**src/rtl/tcw_pkg.sv**
```systemverilog
// Shared constants of the text console writer: control characters and register map.
package tcw_pkg;

    localparam logic [7:0] CH_BACKSPACE = 8'h08;
    localparam logic [7:0] CH_LF        = 8'h0A;
    localparam logic [7:0] CH_CR        = 8'h0D;
    localparam logic [7:0] CH_NUL       = 8'h00;

    localparam int         PADDR_W          = 3;
    localparam logic       REG_DEFAULT_ATTR = 1'b0;
    localparam logic [7:0] DEFAULT_ATTR_RST = 8'd15;

    localparam logic [1:0] OP_PRINT = 2'd0;

endpackage

```
**src/rtl/tcw_cfg_regs.sv**
```systemverilog
// APB register bank of the text console writer: the default attribute register.
module tcw_cfg_regs
    import tcw_pkg::*;
(
    input  logic               clk,
    input  logic               rst_n,
    input  logic               psel,
    input  logic               penable,
    input  logic               pwrite,
    input  logic [PADDR_W-1:0] paddr,
    input  logic [31:0]        pwdata,
    output logic [31:0]        prdata,
    output logic               pready,
    output logic [7:0]         default_attr
);

    logic [7:0] default_attr_reg;
    logic [7:0] default_attr_next;
    logic       wr_en;
    logic       sel_attr;

    // word index sits above the byte offset
    assign sel_attr = (paddr[PADDR_W-1] == REG_DEFAULT_ATTR);
    assign wr_en    = psel && penable && pwrite && pready;
    assign pready   = 1'b1;

    always_comb
    begin
        default_attr_next = default_attr_reg;
        if (wr_en && sel_attr)
        begin
            default_attr_next = pwdata[7:0];
        end
    end

    always_ff @(posedge clk or negedge rst_n)
    begin
        if (!rst_n)
        begin
            default_attr_reg <= DEFAULT_ATTR_RST;
        end
        else
        begin
            default_attr_reg <= default_attr_next;
        end
    end

    assign prdata       = sel_attr ? {24'd0, default_attr_reg} : 32'd0;
    assign default_attr = default_attr_reg;

endmodule

```
**config.mk**
```make
export PLATFORM = sky130hd
export DESIGN_NAME = tcw_cfg_regs
export DESIGN_NICKNAME = d
export VERILOG_FILES = /design/src/rtl/tcw_pkg.sv /design/src/rtl/tcw_cfg_regs.sv
export SDC_FILE = /design/constraint.sdc
export NUM_CORES = 1
export LEC_CHECK = 0
export BUFFER_PORTS_ARGS = -buffer_cell sky130_fd_sc_hd__buf_2
export CAP_MARGIN = 20
export CORE_MARGIN = 2
export CORE_UTILIZATION = 32
export DETAILED_ROUTE_END_ITERATION = 10
export PLACE_DENSITY = 0.94
export SYNTH_ARGS = -nofsm -noshare
export SYNTH_HDL_FRONTEND = slang
export SYNTH_SLANG_ARGS = --single-unit
```
**constraint.sdc**
```tcl
create_clock -name clk -period 2.1 [get_ports clk]
set_input_delay 0.105 -clock clk [delete_from_list [all_inputs] [get_ports clk]]
set_output_delay 0.105 -clock clk [all_outputs]
set_load 0.02 [all_outputs]
```
==> key figures <==
Synth
  • Synth unique cells: 7
  • Yosys warns: 0
  • Seq cells post-synth: 8
  • Sequential element share of the synthesized area: 0.351
  • Mapped Cells: 52
  • Synthesized area per cell: between 10 and 15 um^2
  • Cell area after synthesis: 584 um^2

Routing
  • Post-DRT Antenna Nets: 0
  • Drt first pass iters: 1
  • First DRT Iteration DRCs: 0
  • DRC violations left: 0
  • Via density: 3.55
  • Vias: between 300 and 400
  • Routed WL: 969 um
  • Routed len/inst: 8.89 um

Setup path
  • WS Path Type: reg -> out
  • WP data required: 2.00 ns
  • CP arrival: about 1.1 ns
  • Startpoint Class: register
  • Reg2Reg Depth: 1
  • Timing startpoint of the critical path: default_attr[3]
  • CP Capture Point: prdata[3]
  • RR Endpoint: default_attr[5]
  • Crit path max fanout: 3
  • Reg2reg setup slack: around 1.3 ns
  • RR Startpoint: default_attr[5]
  • Worst setup EP type: output pin

Global route
  • Initial antenna violation count: 0
  • Grt ovf: 0
  • Met3 usage: 0.0346
  • Met2 Resource Use GR: 0.186
  • Gr usage total: 0.0969
  • First-pass GRT wire length: between 1000 and 1500 um
  • Largest net degree at the start of global routing: 10
  • Met1 usage: 0.0883
  • Grt peak-use layer: met2
  • Vias in the first global route: 372

Flow run
  • Max_cap viols: 0

Pwr
  • Pint: 362 uW
  • Static Leakage: 0.000406 uW
  • Sw frac: 0.385
  • P_sw: 227 uW
  • Gate power share: 0.409
  • Peak supply drop: 0.196 mV
  • Clock power frac: 0.215
  • Cell area power density: about 850 mW/mm^2
  • Sequential Power Share: 0.377

Layout
  • Layout area overhead: 19.1%
  • Diode count: 0
  • Share of cells above drive strength 1: 0.631
  • Nets: approximately 130
  • Max FFs per register: 8

Clocking
  • Num Clock Sinks: 8
  • Total CTS buffers: 3
  • Post-CTS Resized: 0
  • Max H-tree Level: 1
  • Max clock buf depth: 2
  • Root Driver: clkbuf_4
  • Worst-Skew Late Latency: 0.24 ns
  • CTS tree: built
  • Worst-path clk slew: 0.06 ns

STA
  • Max Slew Vio Count: 0
  • Setup ws final: approximately 0.94 ns
  • Clock skew: 0 ns
  • Final min period: 1.16 ns
  • Hold slack: 0.0819 ns
  • Final Cycle Share: 0.552
  • Setup TNS: 0 ns
  • Finish-stage setup viols: 0
  • Unrepaired setup endpoints after global routing: no
  • Fmax: 0.863 GHz
  • Hold Fails Final Rpt: 0

Floorplan
  • Die Width: between 40 and 50 um
  • Starting Density: 0.338
  • Die height: 46.7 um
  • Die area: around 0.0022 mm^2
  • FP Rows: 15
  • Core Area: between 0.0015 and 0.002 mm^2
  • Ports: 81

Placement
  • GPL Wtd Cong: 0.565
  • Port Buf Inserts: 29
  • Post-place setup slack: roughly 1.1 ns
  • DP Wirelength: 816 um

Run status
  • Run status: complete, no violations

Hold path
  • Min-Delay Path Class: in -> reg
[worst min-delay path by stage]
stage               startpoint         endpoint  slack (ns)  cells past startpoint
global placement         rst_n  default_attr[7]       -0.05                      1
finish               pwdata[7]  default_attr[7]        0.08                      2
floorplan                rst_n  default_attr[4]       -0.19                      0
detailed placement       rst_n  default_attr[7]       -0.04                      1
global route         pwdata[6]  default_attr[6]        0.08                      2
CTS                  pwdata[7]  default_attr[7]        0.08                      2
[critical path, stage by stage, from the launching register on]
cell and delay [ns]:
dfstp_2 0.53, and2b_2 0.13, buf_2 0.15
[metal layers]
metal  wire length (um)  part of all wire  vias to the layer above
met2                521              0.54                       30
met1                315              0.33                      176
met3                132              0.14                        0
met4                  0                 0                        0
li1                   -                 -                      181
met5                  0                 0                        -
[final cells by class]
type                       instances  area (um^2)
timing repair buffer              30          155
multi-input combinational         42          278
fill                             185         1030
tap                               25         31.3
clock buffer                       4         26.3
sequential                         8          205
[power by group through the flow]
stage | logic, uW | clock network, uW | registers, uW
3_3_place_gp | 237 | 0 | 222
4_1_cts | 243 | 131 | 223
3_5_place_dp | 241 | 0 | 225
2_1_floorplan | 156 | 0 | 267
6_report | 240 | 126 | 222
5_1_grt | 259 | 140 | 226
[cells in the mapped netlist]
cell | instances | area (um^2)
dfrtp_1 | 4 | 100
conb_1 | 2 | 7.51
buf_4 | 25 | 188
and2b_2 | 8 | 70.1
nand4b_4 | 1 | 23.8
mux2_2 | 8 | 90.1
dfstp_2 | 4 | 105
[cells in the final DEF, fill, tap and decap left out]
cell type / instances
dfstp_2: 4
nand4b_4: 1
and2b_2: 8
clkbuf_4: 3
conb_1: 25
dlygate4sd3_1: 1
dfrtp_1: 4
clkbuf_1: 1
buf_2: 29
mux2_2: 8
[through the flow]
step	cell area [um^2]	cells	power (uW)	utilization
global placement	659	104	458	0.382
CTS	696	109	597	0.403
global route	696	109	625	0.403
finish	696	109	588	0.403
floorplan	671	75	424	-
detailed placement	659	104	466	0.382
[logic make-up (layout without fill, tap and decap cells)]
logic type | count (synthesis) | after routing | share of synthesized area
buf+inv | 25 | 34 | 0.321
flops | 8 | 8 | 0.351
mux | 8 | 8 | 0.154
other cells | 2 | 25 | 0.0129
simple gates | 9 | 9 | 0.161
[repair_timing]
| action | in CTS | in global routing |
|---|---|---|
| buffers inserted | 0 | 0 |
| hold buffers | 1 | 0 |
| hold endpoints to repair | 8 | 0 |
(Power assumes the default switching activity.)
